[src/design/assert_macros.svh]
`ifndef ASSERT_MACROS_SVH
`define ASSERT_MACROS_SVH

// same-cycle implication, checked at every rising clock edge outside reset
`define ASSERT_IMP(label, clk, rst, ante, cons) \
   label: assert property (@(posedge clk) disable iff (rst) (ante) |-> (cons)) \
      else $error("assertion failed: same-cycle implication");

// next-cycle implication
`define ASSERT_NXT(label, clk, rst, ante, cons) \
   label: assert property (@(posedge clk) disable iff (rst) (ante) |=> (cons)) \
      else $error("assertion failed: next-cycle implication");

`endif

[src/design/efp_pkg.sv]
package efp_pkg;

   localparam int PIX_W      = 11;
   localparam int Q_W        = 32;
   localparam int Q_FRAC     = 28;
   localparam int PAN_W      = 21;
   localparam int STEP_W     = 31;
   localparam int ITER_W     = 8;
   localparam int CNT_W      = ITER_W + 1;
   localparam int PITCH_W    = 15;
   localparam int COLOR_W    = 24;
   localparam int OFS_OUT_W  = 25;
   localparam int CSR_IDX_W  = 3;
   localparam int CSR_DATA_W = 32;
   localparam int WIDE_W     = 64;

   localparam int FRAME_HEIGHT_DEF    = 1024;
   localparam int BYTES_PER_PIXEL_DEF = 4;

   localparam logic [COLOR_W-1:0] COLOR_LOW  = 24'hABCDEF;
   localparam logic [COLOR_W-1:0] COLOR_HIGH = 24'hFEDCBA;
   localparam int SPAN_W    = 23;
   localparam logic [SPAN_W-1:0] COLOR_SPAN = SPAN_W'(COLOR_HIGH - COLOR_LOW);
   localparam int PROD_W    = SPAN_W + ITER_W;
   localparam int DIV_STEPS = PROD_W;
   localparam int DIV_CNT_W = $clog2(DIV_STEPS);

   localparam logic signed [WIDE_W-1:0] Q_TWO        = 64'sd536870912;
   localparam logic signed [WIDE_W-1:0] Q_MAX_WIDE   = 64'sd2147483647;
   localparam logic signed [WIDE_W-1:0] Q_MIN_WIDE   = -64'sd2147483648;
   localparam logic        [WIDE_W-1:0] ESCAPE_BOUND = 64'h0400_0000_0000_0000;

   localparam logic [STEP_W-1:0]  STEP_RST  = 31'h0010_0000;
   localparam logic [ITER_W-1:0]  ITER_RST  = 8'd50;
   localparam logic [PITCH_W-1:0] PITCH_RST = 15'd4096;

   typedef enum logic [CSR_IDX_W-1:0] {
      CSR_MODE,
      CSR_JULIA_RE,
      CSR_JULIA_IM,
      CSR_PAN_H,
      CSR_PAN_V,
      CSR_STEP,
      CSR_MAX_ITER,
      CSR_PITCH
   } csr_index_type;

   typedef enum logic [2:0] {
      ST_IDLE,
      ST_MAP,
      ST_SEED,
      ST_MUL,
      ST_UPD,
      ST_CMUL,
      ST_DIV,
      ST_DONE
   } state_type;

   typedef struct packed {
      logic                      julia;
      logic signed [Q_W-1:0]     c_re;
      logic signed [Q_W-1:0]     c_im;
      logic signed [PAN_W-1:0]   pan_h;
      logic signed [PAN_W-1:0]   pan_v;
      logic        [STEP_W-1:0]  step;
      logic        [ITER_W-1:0]  max_iter;
      logic        [PITCH_W-1:0] pitch;
   } cfg_type;

   typedef struct packed {
      logic load;
      logic map;
      logic seed;
      logic mul;
      logic step;
      logic finish;
      logic cmul;
      logic div;
   } cmd_type;

   typedef struct packed {
      logic escaped;
      logic at_limit;
      logic div_last;
   } sts_type;

   function automatic logic signed [Q_W-1:0] sat_q(input logic signed [WIDE_W-1:0] v);
      logic signed [Q_W-1:0] r;
      if (v > Q_MAX_WIDE) begin
         r = Q_W'(Q_MAX_WIDE);
      end else if (v < Q_MIN_WIDE) begin
         r = Q_W'(Q_MIN_WIDE);
      end else begin
         r = Q_W'(v);
      end
      return r;
   endfunction

endpackage

[src/design/efp_ctrl.sv]
module efp_ctrl (
   input  logic             clock,
   input  logic             reset,
   input  logic             start,
   input  efp_pkg::sts_type sts,
   output efp_pkg::cmd_type cmd,
   output logic             busy,
   output logic             done
);
   import efp_pkg::*;

   state_type state_ff;
   state_type state_in;

   always_comb begin
      state_in = state_ff;
      unique case (state_ff)
         ST_IDLE: if (start) begin
            state_in = ST_MAP;
         end
         ST_MAP:  state_in = ST_SEED;
         ST_SEED: state_in = ST_MUL;
         ST_MUL:  state_in = ST_UPD;
         ST_UPD: begin
            if (sts.escaped || sts.at_limit) begin
               state_in = ST_CMUL;
            end else begin
               state_in = ST_MUL;
            end
         end
         ST_CMUL: state_in = ST_DIV;
         ST_DIV: if (sts.div_last) begin
            state_in = ST_DONE;
         end
         ST_DONE: state_in = ST_IDLE;
         default: state_in = ST_IDLE;
      endcase
   end

   always_comb begin
      cmd  = '0;
      busy = 1'b1;
      done = 1'b0;
      unique case (state_ff)
         ST_IDLE: begin
            busy     = 1'b0;
            cmd.load = start;
         end
         ST_MAP:  cmd.map  = 1'b1;
         ST_SEED: cmd.seed = 1'b1;
         ST_MUL:  cmd.mul  = 1'b1;
         ST_UPD: begin
            cmd.finish = sts.escaped || sts.at_limit;
            cmd.step   = !(sts.escaped || sts.at_limit);
         end
         ST_CMUL: cmd.cmul = 1'b1;
         ST_DIV:  cmd.div  = 1'b1;
         ST_DONE: done     = 1'b1;
         default: busy     = 1'b1;
      endcase
   end

   always_ff @(posedge clock) begin
      if (reset) begin
         state_ff <= ST_IDLE;
      end else begin
         state_ff <= state_in;
      end
   end

endmodule

[config.mk]
export PLATFORM = sky130hd
export DESIGN_NAME = efp_ctrl
export DESIGN_NICKNAME = d
export VERILOG_FILES = /design/src/design/assert_macros.svh /design/src/design/efp_pkg.sv /design/src/design/efp_ctrl.sv
export SDC_FILE = /design/constraint.sdc
export NUM_CORES = 1
export LEC_CHECK = 0
export BUFFER_PORTS_ARGS = -buffer_cell sky130_fd_sc_hd__buf_2
export CAP_MARGIN = 0
export CORE_AREA = 2 2 39 41
export DETAILED_ROUTE_END_ITERATION = 10
export DIE_AREA = 0 0 41 43
export GPL_ROUTABILITY_DRIVEN = 0
export RECOVER_POWER = 50
export SLEW_MARGIN = 40
export SYNTH_ARGS = -nofsm -noshare
export SYNTH_HDL_FRONTEND = slang
export SYNTH_SLANG_ARGS = --single-unit
[constraint.sdc]
create_clock -name clock -period 0.9 [get_ports clock]
set_input_delay 0.135 -clock clock [delete_from_list [all_inputs] [get_ports clock]]
set_output_delay 0.135 -clock clock [all_outputs]
set_load 0.01 [all_outputs]
==> qor.yml <==
layout:
  reg_top3: "state_ff (3)"
  final_cell_mix: "11 x buf_2, 10 x buf_6, 8 x buf_4"
  largest_register_ff_count: 3
  areaGrowthSynthToFinish_pct: 140
  final_layout_size_suffix_gt1_frac: 0.845
  top_register: "state_ff"
  postLayoutCellArea_um2: 561
  mostFrequentLayoutCell: "buf_2"
  diodes: 0
  n_fill_cell: 142
  seq_area_um2: 68.8
  fin_cells: 74
  multiInputGateArea_um2: 214
  fin_nets: 65
drt:
  wire_per_inst_um: 11.1
  drtIter0Drc: 3
  firstDrtPassIters: 4
  m1WireLength_um: 306
  routed_wl_um: 821
  wl_met3_um: 21
  wl_met2_um: 475
  vias_per_cell: 4.51
  top_layer_used: "met4"
  ant_nets: 0
  dr_total_vias: 334
  drc: 0
synthesis:
  synth_seq_area_share: 0.257
  synth.area.mux_share: 0
  synth.distinct_cells: 16
  syn_area_per_cell_um2: 8.36
  synth_top_family_by_area: "simple AND/OR/NAND/NOR gates"
  synthAdderAreaFrac: 0
  synth_area_leaders: "dfxtp_1 26%, and3b_1 15%, a2111oi_2 13%, nor2_1 8.0%, nor3b_1 6.4%"
  synth_fp_nets: 34
  post-synth-top-area-cell: "dfxtp_1"
  ys_ff_latch: 3
  synth_compound_area_frac: 0.214
  synth-simple-area-share: 0.422
  synth_cells: 28
  synth_top_area_frac: 0.257
  synth_xor_area_frac: 0
  syn_area_um2: 234
  yosys_warnings: 0
power:
  pwr-share-seq: 0.237
  power_frac_comb: 0.399
  powerDensity_nw_per_um2: 1160
  clockPowerShare: 0.364
  power.static_leakage_uw: 0.000286
  swShare: 0.297
  p_int_uw: 456
  p_sw_uw: 193
  worst_ir_drop_vdd_mv: 0.476
global_routing:
  grt_pass1_wl_um: 1290
  grt_pass1_vias: 310
  grtUsageTotal: 0.110
  grt_max_degree: 8
  gr-total-overflow: 0
  antenna_found_initial: 0
timing:
  tightestPinTransition_ps: 242
  skew_ps: 1.23
  relSlewSlack: 0.838
  fin_crit_ps: 1340
  fin_crit_sh: 1.49
  max_freq_mhz: 747
  fin_ws_ps: -439
  rsz0062_at_grt: "yes"
  finalHoldViolCount: 0
  finalSetupViolCount: 13
  slew_viol_final: 0
place:
  dp.cells: 64
  hpwl_um: 520
  port-buffer-count: 15
  place_ws_ps: -204
  dpl_cell_area_um2: 392
hold_path:
  hold_start: "reset"
  holdPathEnd: "state_ff[0]$_SDFFE_PP0P_"
  hold_path.class: "in -> reg"
  hold_depth: 2
worst_setup_path:
  cp.required_ps: 760
  path_class: "reg -> out"
  cp-start-kind: "register"
  r2r_cells: 4
  cp_max_fo: 4
  critPathCaptureType: "output pin"
  r2r_setup_slack_ps: -290
  worstPathArrival_ps: 1200
  r2r-end: "state_ff[2]$_SDFFE_PP0P_"
  timing.rr.start: "state_ff[2]$_SDFFE_PP0P_"
floorplan:
  core_um2: 1380
  die_h_um: 43
  die_w_um: 41
  die_area_um2: 1760
  fp-row-count: 14
  ios: 16
  start_util: 0.169
job:
  drv_cap: 0
status:
  status: "finished, violations left"
  violations: "negative setup slack"
clocking:
  cts_tree: "done"
  clk_pin_slew_ps: 40
  clk_latency_ps: 230
  cts_htree_levels: 1
  cts.sinks: 3
  clock_path_buffers: 2
  cts_buffers: 3
  cts-root-buf: "clkbuf_4"
[worst max-delay path: stages, from the launching register on]
cell and delay (ps):
dfxtp_4 350, or3b_4 380, nor3_2 100, buf_2 140
[repair_timing]
item	in CTS	in global routing
setup buffers	5	3
gates resized for setup	19	5
setup endpoints to repair	13	13
pin swaps	9	4
hold buffers	0	0
[power by group through the flow]
stage                     clock [uW]  sequential (uW)  combinational (uW)
after global routing             253              155                 278
after floorplan                    0              154                 113
after CTS                        237              156                 246
after global placement             0              160                 164
after detailed placement           0              159                 166
final                            236              154                 259
[cells by family (layout without fill, tap and decap cells)]
family / after synthesis / in the layout
simple gates: 16 / 16
buf+inv: 4 / 34
flops: 3 / 3
compound gates: 5 / 5
[area by class of cell]
type / count / area share
clock buffers: 4 / 0.0469
inverters: 1 / 0.00670
multi-input cells: 21 / 0.382
flip-flops and latches: 3 / 0.123
well taps: 16 / 0.0357
repair buffers: 29 / 0.406
[cell usage after synthesis]
cell type	n
inv_1	1
nor3_1	1
nand2_1	1
and3_1	1
a21oi_1	1
a2111oi_2	2
buf_2	2
or3_1	1
and3b_1	4
nor2_1	5
buf_6	1
a21o_1	1
nor3b_1	2
o21bai_1	1
or3b_1	1
dfxtp_1	3
[per-stage QoR]
| stage | utilization | hold WS (ps) | TNS [ps] | total power, uW |
|---|---|---|---|---|
| 2_1_floorplan | - | 211 | -704 | 267 |
| 3_5_place_dp | 0.283 | 353 | -1340 | 326 |
| 6_report | 0.405 | 107 | -3840 | 649 |
| 5_1_grt | 0.405 | 119 | -4350 | 686 |
| 3_3_place_gp | 0.283 | 355 | -1280 | 324 |
| 4_1_cts | 0.392 | 110 | -3960 | 639 |
[routing by layer]
metal | track usage | vias up
met4 | 0.0733 | 0
met3 | 0.0209 | 4
met2 | 0.181 | 14
met1 | 0.118 | 156
met5 | 0 | -
li1 | - | 160
[worst max-delay path by stage]
stage,startpoint,endpoint,slack [ps],cells past startpoint
floorplan,state_ff[2]$_SDFFE_PP0P_,cmd[3],-210,3
CTS,state_ff[2]$_SDFFE_PP0P_,cmd[3],-440,3
global placement,state_ff[2]$_SDFFE_PP0P_,state_ff[2]$_SDFFE_PP0P_,-200,3
global route,state_ff[2]$_SDFFE_PP0P_,cmd[3],-480,3
detailed placement,state_ff[2]$_SDFFE_PP0P_,state_ff[2]$_SDFFE_PP0P_,-200,3
finish,state_ff[2]$_SDFFE_PP0P_,cmd[3],-440,3
Note: power is estimated with default switching activity, not from simulation.
