## config.mk

```make
export PLATFORM = sky130hd
export DESIGN_NAME = efp_csr
export DESIGN_NICKNAME = d
export VERILOG_FILES = /design/src/design/assert_macros.svh /design/src/design/efp_pkg.sv /design/src/design/efp_csr.sv
export SDC_FILE = /design/constraint.sdc
export NUM_CORES = 1
export LEC_CHECK = 0
export CAP_MARGIN = 20
export CORE_ASPECT_RATIO = 1.25
export CORE_UTILIZATION = 45
export CTS_BUF_LIST = sky130_fd_sc_hd__clkbuf_16
export DETAILED_ROUTE_END_ITERATION = 6
export DONT_BUFFER_PORTS = 1
export PLACE_DENSITY_LB_ADDON = 0.25
export RECOVER_POWER = 50
export SLEW_MARGIN = 5
export SYNTH_ARGS = -nofsm -noshare
export SYNTH_HDL_FRONTEND = slang
export SYNTH_SLANG_ARGS = --single-unit
```

## constraint.sdc

```tcl
create_clock -name clock -period 1.3 [get_ports clock]
set_clock_uncertainty 0.05 [all_clocks]
set_input_delay 0.26 -clock clock [delete_from_list [all_inputs] [get_ports clock]]
set_output_delay 0.26 -clock clock [all_outputs]
set_load 0.03 [all_outputs]
```

## src/design/assert_macros.svh

```systemverilog
`ifndef ASSERT_MACROS_SVH
`define ASSERT_MACROS_SVH

// same-cycle implication, checked at every rising clock edge outside reset
`define ASSERT_IMP(label, clk, rst, ante, cons) \
   label: assert property (@(posedge clk) disable iff (rst) (ante) |-> (cons)) \
      else $error("assertion failed: same-cycle implication");

// next-cycle implication
`define ASSERT_NXT(label, clk, rst, ante, cons) \
   label: assert property (@(posedge clk) disable iff (rst) (ante) |=> (cons)) \
      else $error("assertion failed: next-cycle implication");

`endif

```

## src/design/efp_pkg.sv

```systemverilog
package efp_pkg;

   localparam int PIX_W      = 11;
   localparam int Q_W        = 32;
   localparam int Q_FRAC     = 28;
   localparam int PAN_W      = 21;
   localparam int STEP_W     = 31;
   localparam int ITER_W     = 8;
   localparam int CNT_W      = ITER_W + 1;
   localparam int PITCH_W    = 15;
   localparam int COLOR_W    = 24;
   localparam int OFS_OUT_W  = 25;
   localparam int CSR_IDX_W  = 3;
   localparam int CSR_DATA_W = 32;
   localparam int WIDE_W     = 64;

   localparam int FRAME_HEIGHT_DEF    = 1024;
   localparam int BYTES_PER_PIXEL_DEF = 4;

   localparam logic [COLOR_W-1:0] COLOR_LOW  = 24'hABCDEF;
   localparam logic [COLOR_W-1:0] COLOR_HIGH = 24'hFEDCBA;
   localparam int SPAN_W    = 23;
   localparam logic [SPAN_W-1:0] COLOR_SPAN = SPAN_W'(COLOR_HIGH - COLOR_LOW);
   localparam int PROD_W    = SPAN_W + ITER_W;
   localparam int DIV_STEPS = PROD_W;
   localparam int DIV_CNT_W = $clog2(DIV_STEPS);

   localparam logic signed [WIDE_W-1:0] Q_TWO        = 64'sd536870912;
   localparam logic signed [WIDE_W-1:0] Q_MAX_WIDE   = 64'sd2147483647;
   localparam logic signed [WIDE_W-1:0] Q_MIN_WIDE   = -64'sd2147483648;
   localparam logic        [WIDE_W-1:0] ESCAPE_BOUND = 64'h0400_0000_0000_0000;

   localparam logic [STEP_W-1:0]  STEP_RST  = 31'h0010_0000;
   localparam logic [ITER_W-1:0]  ITER_RST  = 8'd50;
   localparam logic [PITCH_W-1:0] PITCH_RST = 15'd4096;

   typedef enum logic [CSR_IDX_W-1:0] {
      CSR_MODE,
      CSR_JULIA_RE,
      CSR_JULIA_IM,
      CSR_PAN_H,
      CSR_PAN_V,
      CSR_STEP,
      CSR_MAX_ITER,
      CSR_PITCH
   } csr_index_type;

   typedef enum logic [2:0] {
      ST_IDLE,
      ST_MAP,
      ST_SEED,
      ST_MUL,
      ST_UPD,
      ST_CMUL,
      ST_DIV,
      ST_DONE
   } state_type;

   typedef struct packed {
      logic                      julia;
      logic signed [Q_W-1:0]     c_re;
      logic signed [Q_W-1:0]     c_im;
      logic signed [PAN_W-1:0]   pan_h;
      logic signed [PAN_W-1:0]   pan_v;
      logic        [STEP_W-1:0]  step;
      logic        [ITER_W-1:0]  max_iter;
      logic        [PITCH_W-1:0] pitch;
   } cfg_type;

   typedef struct packed {
      logic load;
      logic map;
      logic seed;
      logic mul;
      logic step;
      logic finish;
      logic cmul;
      logic div;
   } cmd_type;

   typedef struct packed {
      logic escaped;
      logic at_limit;
      logic div_last;
   } sts_type;

   function automatic logic signed [Q_W-1:0] sat_q(input logic signed [WIDE_W-1:0] v);
      logic signed [Q_W-1:0] r;
      if (v > Q_MAX_WIDE) begin
         r = Q_W'(Q_MAX_WIDE);
      end else if (v < Q_MIN_WIDE) begin
         r = Q_W'(Q_MIN_WIDE);
      end else begin
         r = Q_W'(v);
      end
      return r;
   endfunction

endpackage

```

## src/design/efp_csr.sv

```systemverilog
module efp_csr (
   input  logic                           clock,
   input  logic                           reset,
   input  logic                           csr_we,
   input  logic [efp_pkg::CSR_IDX_W-1:0]  csr_index,
   input  logic [efp_pkg::CSR_DATA_W-1:0] csr_wdata,
   output efp_pkg::cfg_type               cfg
);
   import efp_pkg::*;

   cfg_type cfg_ff;
   cfg_type cfg_in;

   always_comb begin
      cfg_in = cfg_ff;
      if (csr_we) begin
         unique case (csr_index_type'(csr_index))
            CSR_MODE:     cfg_in.julia    = csr_wdata[0];
            CSR_JULIA_RE: cfg_in.c_re     = $signed(csr_wdata[Q_W-1:0]);
            CSR_JULIA_IM: cfg_in.c_im     = $signed(csr_wdata[Q_W-1:0]);
            CSR_PAN_H:    cfg_in.pan_h    = $signed(csr_wdata[PAN_W-1:0]);
            CSR_PAN_V:    cfg_in.pan_v    = $signed(csr_wdata[PAN_W-1:0]);
            CSR_STEP:     cfg_in.step     = csr_wdata[STEP_W-1:0];
            CSR_MAX_ITER: cfg_in.max_iter = csr_wdata[ITER_W-1:0];
            CSR_PITCH:    cfg_in.pitch    = csr_wdata[PITCH_W-1:0];
            default:      cfg_in = cfg_ff;
         endcase
      end
   end

   always_ff @(posedge clock) begin
      if (reset) begin
         cfg_ff.julia    <= 1'b0;
         cfg_ff.c_re     <= '0;
         cfg_ff.c_im     <= '0;
         cfg_ff.pan_h    <= '0;
         cfg_ff.pan_v    <= '0;
         cfg_ff.step     <= STEP_RST;
         cfg_ff.max_iter <= ITER_RST;
         cfg_ff.pitch    <= PITCH_RST;
      end else begin
         cfg_ff <= cfg_in;
      end
   end

   assign cfg = cfg_ff;

endmodule

```

==> metrics.yaml, run 1 <==
status: "complete, but fails checks"
violations: "hold timing"
p_seq_frac: 0.488
max_freq_mhz: 781
grt_setup_unrepaired: "false"
avgRoutedWirePerCell_um: 18.9
synth_nets: 614
synthCells: 576
yosys.area.top_type_share: 0.499
ys_ff_latch: 161
finalPower_w: 0.0109
clockBufferDepth: 2
grtUsageTotal: 0.195
placementRows: 48
coreArea_mm2: 0.0139
initial_core_util: 0.464
syn-cell-area_mm2: 0.00646
p_sw_w: 0.00259
synthDistinctLibCells: 16
post-place-cells: 719
drtIter0Drc: 188
antenna_found_initial: 0
regToRegEndpoint: "cfg[75]"
first_pass_iters: 4
wl_um: 14500
ios: 199
leakage_nw: 3.37
worstRegToRegCells: 2
max_cap_viol_count: 0
cts_buffers: 17
dp_slack_ps: 169
yosysTopAreaCell: "dfxtp_1"
clk_pin_slew_ps: 60
worstPathArrival_ps: 1530
final_cells: 765
grt.busiest_layer: "met2"
worstPathMaxFanout: 2
h-tree-depth: 4
syn_to_final_growth_pct: 13.2
clkSinkCount: 161
max_slew_margin: 0.732
cp-end-kind: "flip-flop"
avgSynthCellArea_um2: 11.2
gp_congestion: 0.717
crit_path_end: "cfg[12]"
fin_crit_sh: 0.986
drc: 0
layout-drive-gt1-share: 0.0831
power_frac_comb: 0.043
ys_seq_area_frac: 0.499
setup_slack_ps: 18.8
nets: 615
grt_pass1_wl_um: 22000
pwr-share-clk: 0.469
cts_root_buf: "clkbuf_16"
met2_usage: 0.329
port-buffer-count: 0
drv_slew: 0
power.internal_w: 0.00836
yosys_warnings: 0
finish.instance_area_mm2: 0.00732
setup_viol: 0
diodes: 0
dieHeight_um: 136
timing.setup.tns_ps: 0
vias_per_cell: 5.15
hold_viol_final: 1
vdd_drop_max_mv: 0.807
fin_crit_ps: 1280
startpoint: "csr_wdata[12]"
r2r_start: "cfg[75]"
die_width_um: 109
required_ps: 1540
tightest_slew_ps: 396
reg2reg_slack_ps: 380
grt_max_degree: 199
largest_register_ffs: 161
grt.met3_usage: 0.0748
cts_tree: "built"
power_density_mw_per_mm2: 1500
grt_pass1_vias: 4030
grt_overflow: 0
placed_area_mm2: 0.00656
postCtsSetupRepairBufs: 0
clkLatencyLatePin_ps: 400
gr-usage-met1: 0.225
worstSetupStartpointType: "input port"
hpwl_um: 9580
min_path_type: "input port to flip-flop"
die-area_mm2: 0.0149
worst_hold_slack_ps: -2.76
crit_type: "input port to flip-flop"
synth_area_leaders: "dfxtp_1 (50%), mux2i_1 (25%), nand2b_1 (18%), clkbuf_1 (1.3%), buf_6 (1.0%)"
vias: 3943
p_sw_frac: 0.236
ant_nets: 0
==> synth_stat cells <==
cell and n:
nand4bb_1 3, buf_12 2, buf_4 8, nor2_1 10
dfxtp_1 161, and4b_1 1, and4bb_1 2, nand2b_1 188
buf_2 7, nand4b_4 1, clkbuf_1 22, buf_6 6
nand4b_1 2, mux2i_1 161, nor4b_1 1, nand4_2 1
==> power groups by stage <==
stage	logic, W	clock network (W)	registers [W]
final	0.000468	0.00514	0.00534
after global routing	0.000504	0.00547	0.00535
after CTS	0.000472	0.00525	0.00534
after detailed placement	0.000437	0	0.00545
after global placement	0.000426	0	0.00545
after floorplan	0.000436	0	0.00542
==> critical path: stages <==
cell and delay (ps):
dlygate4sd3_1 550, nor2_1 100, dlygate4sd3_1 560, mux2i_1 60
==> kinds of logic (layout without fill, tap and decap cells) <==
logic type | count (synthesis) | in the layout | synth area share
buf+inv | 45 | 59 | 0.0441
flops | 161 | 161 | 0.499
mux | 161 | 161 | 0.249
simple gates | 209 | 209 | 0.208
==> layer usage <==
| metal | vias to the layer above | wire length, µm |
|---|---|---|
| li1 | 1914 | - |
| met1 | 1896 | 5820 |
| met2 | 122 | 7240 |
| met3 | 11 | 1280 |
| met4 | 0 | 153 |
| met5 | - | 0 |
==> cell usage in the layout, fill, tap and decap left out, types with 2 or more instances in the layout <==
cell type	synthesis	final
nand2b_1	188	188
and4bb_1	2	2
clkinv_4	0	3
dfxtp_2	0	3
nand4b_1	2	2
inv_6	0	4
dfxtp_1	161	158
nor2_1	10	10
nand4bb_1	3	2
clkbuf_16	0	17
buf_4	8	8
dlygate4sd3_1	0	14
bufinv_16	0	3
buf_12	2	5
mux2i_1	161	161
==> per-stage QoR <==
| step | hold slack (ps) | utilization |
|---|---|---|
| after floorplan | 371 | - |
| after global placement | 373 | 0.471 |
| after detailed placement | 381 | 0.471 |
| after CTS | -32.2 | 0.525 |
| after global routing | 3.93 | 0.525 |
| final | -2.76 | 0.525 |
==> what timing repair did <==
action                                  CTS  global route
resized for setup                         1             2
endpoints found under the setup margin    1             5
endpoints found under the hold margin    96             8
hold buffers                             14             2
pin swaps                                 0             1
==> final cells by class <==
cell class | count | area (µm²)
fillers | 1267 | 6620
flip-flops and latches | 161 | 3230
multi-input cells | 370 | 2960
clock buffers | 17 | 425
repair buffers | 27 | 300
well taps | 175 | 219
clock inverters | 15 | 183
==> worst min-delay path by stage <==
stage | start | endpoint | slack (ps) | cells past startpoint
floorplan | csr_wdata[12] | cfg[12] | 370 | 2
finish | reset | cfg[25] | -3 | 2
detailed placement | csr_wdata[12] | cfg[12] | 380 | 2
CTS | reset | cfg[122] | -30 | 2
global route | csr_wdata[24] | cfg[152] | 4 | 2
global placement | csr_wdata[20] | cfg[43] | 370 | 2
Power figures use the tool's default switching activity.
==> run 2: changes to the inputs <==
- CTS_BUF_LIST: sky130_fd_sc_hd__clkbuf_16 -> sky130_fd_sc_hd__clkbuf_8
==> run 2 against run 1 <==
Compared with the run above: the flow finishes with violations (hold timing, setup timing); first-iteration DRC count fell by 8.5%; die area stayed put; final cell count up 1.7%; power fell by 11%; fmax is 1.5% lower.
==> metrics.yaml, run 2 (same netlist as run 1, synthesis figures left out) <==
violations: "hold timing, setup timing"  # was hold timing
max_cap_viol_count: 0  # unchanged
die_width_um: 109  # unchanged
dp_slack_ps: 169  # unchanged
avgRoutedWirePerCell_um: 19.1  # was 18.9 µm
r2r_start: "cfg[119]"  # was cfg[75]
p_seq_frac: 0.545  # was 0.488
pwr-share-clk: 0.404  # was 0.469
setup_viol: 1  # was 0
cts_tree: "built"  # unchanged
die-area_mm2: 0.0149  # unchanged
vias: 4011  # was 3943
clkSinkCount: 161  # unchanged
diodes: 0  # unchanged
clkLatencyLatePin_ps: 430  # was 400 ps
required_ps: 1610  # was 1540 ps
regToRegEndpoint: "cfg[119]"  # was cfg[75]
holdCritStartpoint: "reset"  # unchanged
layout-drive-gt1-share: 0.340  # was 0.0831
grt_pass1_wl_um: 22500  # was 22000 µm
nets: 628  # was 615
power.internal_w: 0.00731  # was 0.00836 W
vias_per_cell: 5.16  # was 5.15
wl_um: 14800  # was 14500 µm
mostFrequentLayoutCell: "nand2b_1"  # unchanged
clk_pin_slew_ps: 90  # was 60 ps
worst_hold_slack_ps: -62.0  # was -2.76 ps
cp-end-kind: "flip-flop"  # unchanged
highest_layer: "met4"  # unchanged
final_cells: 778  # was 765
reg2reg_slack_ps: 60  # was 380 ps
hpwl_um: 9580  # unchanged
antenna_found_initial: 0  # unchanged
crit_top_cell: "dlygate4sd3_1"  # unchanged
clockBufferDepth: 2  # unchanged
leakage_nw: 3.42  # was 3.37 nW
post-place-cells: 719  # unchanged
fin_crit_sh: 1.00  # was 0.986
drc: 0  # unchanged
initial_core_util: 0.464  # unchanged
hold_viol_final: 20  # was 1
status: "complete, but fails checks"  # unchanged
worstPathArrival_ps: 1610  # was 1530 ps
tightest_slew_ps: 389  # was 396 ps
p_sw_frac: 0.252  # was 0.236
ant_nets: 0  # unchanged
wl_met3_um: 1280  # about the same
coreArea_mm2: 0.0139  # unchanged
worstSetupStartpointType: "input port"  # unchanged
wl_met1_um: 5860  # was 5820 µm
hold_depth: 2  # unchanged
min_path_type: "input port to flip-flop"  # unchanged
fin_crit_ps: 1300  # was 1280 ps
gp_congestion: 0.717  # unchanged
placementRows: 48  # unchanged
wl_met2_um: 7490  # was 7240 µm
path_cells: "dlygate4sd3_1, nand2b_1, dlygate4sd3_1, mux2i_1"  # was dlygate4sd3_1, nor2_1, dlygate4sd3_1, mux2i_1
port-buffer-count: 0  # unchanged
vdd_drop_max_mv: 0.644  # was 0.807 mV
grt_pass1_vias: 4185  # was 4030
worstPathMaxFanout: 3  # was 2
postCtsSetupRepairBufs: 0  # unchanged
grt_overflow: 0  # unchanged
final_cell_mix: "nand2b_1 (188), mux2i_1 (161), dfxtp_2 (143), dlygate4sd3_1 (27), clkbuf_8 (18)"  # was nand2b_1 (188), mux2i_1 (161), dfxtp_1 (158), clkbuf_16 (17), dlygate4sd3_1 (14)
drv_slew: 0  # unchanged
crit_path_top_delay_cell: "dlygate4sd3_1"  # unchanged
fillers: 1233  # was 1267
worstRegToRegCells: 3  # was 2
grtUsageTotal: 0.201  # was 0.195
max_stage_delay_ps: 580  # was 560 ps
drtIter0Drc: 172  # was 188
setup_slack_ps: -1.21  # was 18.8 ps
h-tree-depth: 4  # unchanged
dieHeight_um: 136  # unchanged
ios: 199  # unchanged
grt_max_degree: 199  # unchanged
crit_type: "input port to flip-flop"  # unchanged
max_slew_margin: 0.737  # was 0.732
p_sw_w: 0.00247  # was 0.00259 W
power_frac_comb: 0.051  # was 0.043
largest_register_ffs: 161  # unchanged
cts_buffers: 17  # unchanged
power_density_mw_per_mm2: 1300  # was 1500 mW/mm²
first_pass_iters: 4  # unchanged
max_freq_mhz: 769  # was 781 MHz
cts_root_buf: "clkbuf_8"  # was clkbuf_16
syn_to_final_growth_pct: 15.9  # was 13.2%
worstHoldEndpoint: "cfg[57]"  # was cfg[25]
==> run 2: cell count changes in the layout (fill, tap and decap cells not counted), sizes merged <==
cell         before  now
clkbuf           17   18
dlygate4sd3      14   27
clkinv            5    4
==> run 2: repair_timing <==
action | CTS | global route
hold buffers | 34 | 8
pin swaps | 0 | 0
setup endpoints to repair | 143 | 32
resized for setup | 143 | 31
hold endpoints to repair | 161 | 97
==> run 2: area by class of cell <==
type / instances / area (µm²) / area share
Multi-Input combinational cell: 370 / 2960 / 0.395
Clock buffer: 18 / 248 / 0.0330
Clock inverter: 14 / 179 / 0.0239
Sequential cell: 161 / 3460 / 0.461
Timing Repair Buffer: 40 / 430 / 0.0574
Tap cell: 175 / 219 / 0.0292
==> run 2: layer usage <==
layer,track usage,vias to the layer above
li1,-,1936
met1,0.225,1934
met2,0.345,127
met3,0.0781,14
met4,0.0667,0
met5,0,-
==> run 2: worst max-delay path by stage <==
stage / from / to
after floorplan: csr_index[1] / cfg[134]
after global placement: csr_index[1] / cfg[33]
after detailed placement: csr_index[1] / cfg[36]
after CTS: cfg[143] / cfg[143]
after global routing: csr_wdata[26] / cfg[122]
final: csr_wdata[26] / cfg[122]
==> run 2: through the flow <==
stage | util | setup TNS [ps] | area (µm²) | total power [W] | hold slack (ps)
2_1_floorplan | - | 0 | 6460 | 0.00586 | 371
3_3_place_gp | 0.471 | 0 | 6560 | 0.00588 | 373
3_5_place_dp | 0.471 | 0 | 6560 | 0.00589 | 381
4_1_cts | 0.539 | 0 | 7510 | 0.00990 | -92.7
5_1_grt | 0.538 | -42.2 | 7500 | 0.0101 | -70.9
6_report | 0.538 | -1.21 | 7500 | 0.00978 | -62.0
==> run 2: power groups by stage <==
| stage | clock [W] | sequential (W) | combinational [W] |
|---|---|---|---|
| floorplan | 0 | 0.00542 | 0.000436 |
| global placement | 0 | 0.00545 | 0.000426 |
| detailed placement | 0 | 0.00545 | 0.000437 |
| CTS | 0.00405 | 0.00536 | 0.000498 |
| global route | 0.00426 | 0.00535 | 0.000536 |
| finish | 0.00395 | 0.00533 | 0.000496 |
==> run 2: critical path, delay by kind of cell <==
| family | cells | cell delay, ps |
|---|---|---|
| buffers and inverters | 2 | 1110 |
| multiplexers | 1 | 160 |
| AND/OR/NAND/NOR | 1 | 90 |
==> run 3: changes to the inputs <==
- SLEW_MARGIN: 5 -> 40
- clock period: 1.3 -> 1.5 ns (I/O delays scaled with it)
==> run 3 against run 2 <==
Compared with the run above: the flow now finishes without violations; global-route usage grew 0.70 points; clock power shrank 25%; via count shrank 1.1%; sequential power shrank 13%; clock-buffer cell count grew 3; core utilization shrank 3.2 points; hold slack gained 84 ps; flip-flop and latch count is the same; non-clock buffer count shrank 13; critical path depth shrank 1; largest cell class unchanged; largest power group unchanged.
==> metrics.yaml, run 3 (same netlist as run 1, synthesis figures left out) <==
worstPathMaxFanout: 2  # was 3
h-tree-depth: 4  # unchanged
timing.setup.tns_ps: 0  # was -1.21 ps
initial_core_util: 0.464  # unchanged
fin_crit_ps: 1370
worstPathArrival_ps: 1690  # was 1610 ps
cts_root_buf: "clkbuf_8"  # unchanged
path_cells: "nor2_1, mux2i_1, dlygate4sd3_1"  # was dlygate4sd3_1, nand2b_1, dlygate4sd3_1, mux2i_1
power_density_mw_per_mm2: 1140  # was 1300 mW/mm²
grt_pass1_vias: 4121  # was 4185
cp_num_buf_inv: 1  # was 2
required_ps: 1820  # was 1610 ps
cts_tree: "built"  # unchanged
vdd_drop_max_mv: 0.578  # was 0.644 mV
final_cells: 765  # was 778
port-buffer-count: 0  # unchanged
vias_per_cell: 5.18  # was 5.16
crit_type: "flip-flop to flip-flop"  # was input port to flip-flop
postCtsSetupRepairBufs: 0  # unchanged
grt_pass1_wl_um: 23000  # was 22500 µm
wl_um: 15500  # was 14800 µm
max_slew_margin: 0.598  # was 0.737
drc: 0  # unchanged
diodes: 0  # unchanged
max_stage_delay_ps: 550  # was 580 ps
nets: 615  # was 628
critPathTopFamily: "buffers and inverters"  # unchanged
gp_congestion: 0.717  # about the same
post-place-cells: 717  # was 719
min_path_type: "input port to flip-flop"  # unchanged
tightest_slew_ps: 602  # was 389 ps
clockBufferDepth: 2  # unchanged
status: "finished clean"  # was complete, but fails checks
placementRows: 48  # unchanged
grt_max_degree: 91  # was 199
hold_viol_final: 0  # was 20
fillers: 1255  # was 1233
setup_viol: 0  # was 1
clk_pin_slew_ps: 90  # about the same
dieHeight_um: 136  # unchanged
clkLatencyLatePin_ps: 430  # about the same
layout-drive-gt1-share: 0.0780  # was 0.340
leakage_nw: 3.24  # was 3.42 nW
grtUsageTotal: 0.208  # was 0.201
drv_slew: 0  # unchanged
max_freq_mhz: 730
cp-end-kind: "flip-flop"  # unchanged
final_cell_mix: "nand2b_1 (188), mux2i_1 (161), dfxtp_1 (161), clkbuf_8 (21), dlygate4sd3_1 (14)"  # was nand2b_1 (188), mux2i_1 (161), dfxtp_2 (143), dlygate4sd3_1 (27), clkbuf_8 (18)
ios: 199  # unchanged
largest_register_ffs: 161  # unchanged
max_cap_viol_count: 0  # unchanged
reg2reg_slack_ps: 130  # was 60 ps
fin_crit_sh: 0.913
drtIter0Drc: 152  # was 172
die_width_um: 109  # unchanged
grt_overflow: 0  # unchanged
mostFrequentLayoutCell: "nand2b_1"  # unchanged
ant_nets: 0  # unchanged
worstSetupStartpointType: "flip-flop"  # was input port
crit_path_top_delay_cell: "dlygate4sd3_1"  # unchanged
antenna_found_initial: 0  # unchanged
die-area_mm2: 0.0149  # unchanged
clkSinkCount: 161  # unchanged
cts_buffers: 17  # unchanged
avgRoutedWirePerCell_um: 20.2  # was 19.1 µm
coreArea_mm2: 0.0139  # unchanged
finalPower_w: 0.00803  # was 0.00978 W
vias: 3966  # was 4011
first_pass_iters: 4  # unchanged
final_util: 0.506  # was 0.538
grt_setup_unrepaired: "false"
syn_to_final_growth_pct: 9.04  # was 15.9%
hpwl_um: 9490  # was 9580 µm
run 3: timing repair:
item / CTS / global route
endpoints found under the hold margin: 67 / 2
gates resized for setup: 0 / 0
endpoints found under the setup margin: 0 / 0
hold buffers: 15 / 1
run 3: final cells by class:
| type | instances | area (µm²) | area share |
|---|---|---|---|
| clock buffer | 21 | 289 | 0.0410 |
| tap | 175 | 219 | 0.0311 |
| sequential | 161 | 3220 | 0.457 |
| clock inverter | 11 | 81.3 | 0.0115 |
| multi-input combinational | 370 | 2960 | 0.420 |
| timing repair buffer | 27 | 275 | 0.0390 |
run 3: per-layer routing:
| layer | routed length (µm) | GRT usage | vias to the layer above |
|---|---|---|---|
| met2 | 7780 | 0.359 | 127 |
| li1 | - | - | 1903 |
| met3 | 1230 | 0.0705 | 15 |
| met4 | 209 | 0.0726 | 0 |
| met5 | 0 | 0 | - |
| met1 | 6250 | 0.236 | 1921 |
run 3: per-stage QoR:
step / area [µm²] / hold WS (ps) / setup slack, ps
final: 7050 / 22.1 / 130
after global routing: 7050 / 8.47 / 45.2
after CTS: 7040 / 0.0632 / 101
after detailed placement: 6500 / 424 / 264
after global placement: 6500 / 414 / 306
after floorplan: 6460 / 411 / 241
run 3: report_power, final:
group          total (W)  internal [W]  switching, W  leakage [nW]
Combinational   0.000449      0.000229      0.000220          1.75
Sequential       0.00462       0.00437      0.000258          1.30
Clock            0.00296       0.00133       0.00163         0.184
run 3: final timing paths:
kind,start,endpoint,cells past startpoint
worst min-delay path,csr_wdata[21],cfg[44],2
worst max-delay path,cfg[16],cfg[16],3
worst max register to register,cfg[16],cfg[16],3
worst min register to register,cfg[126],cfg[126],2
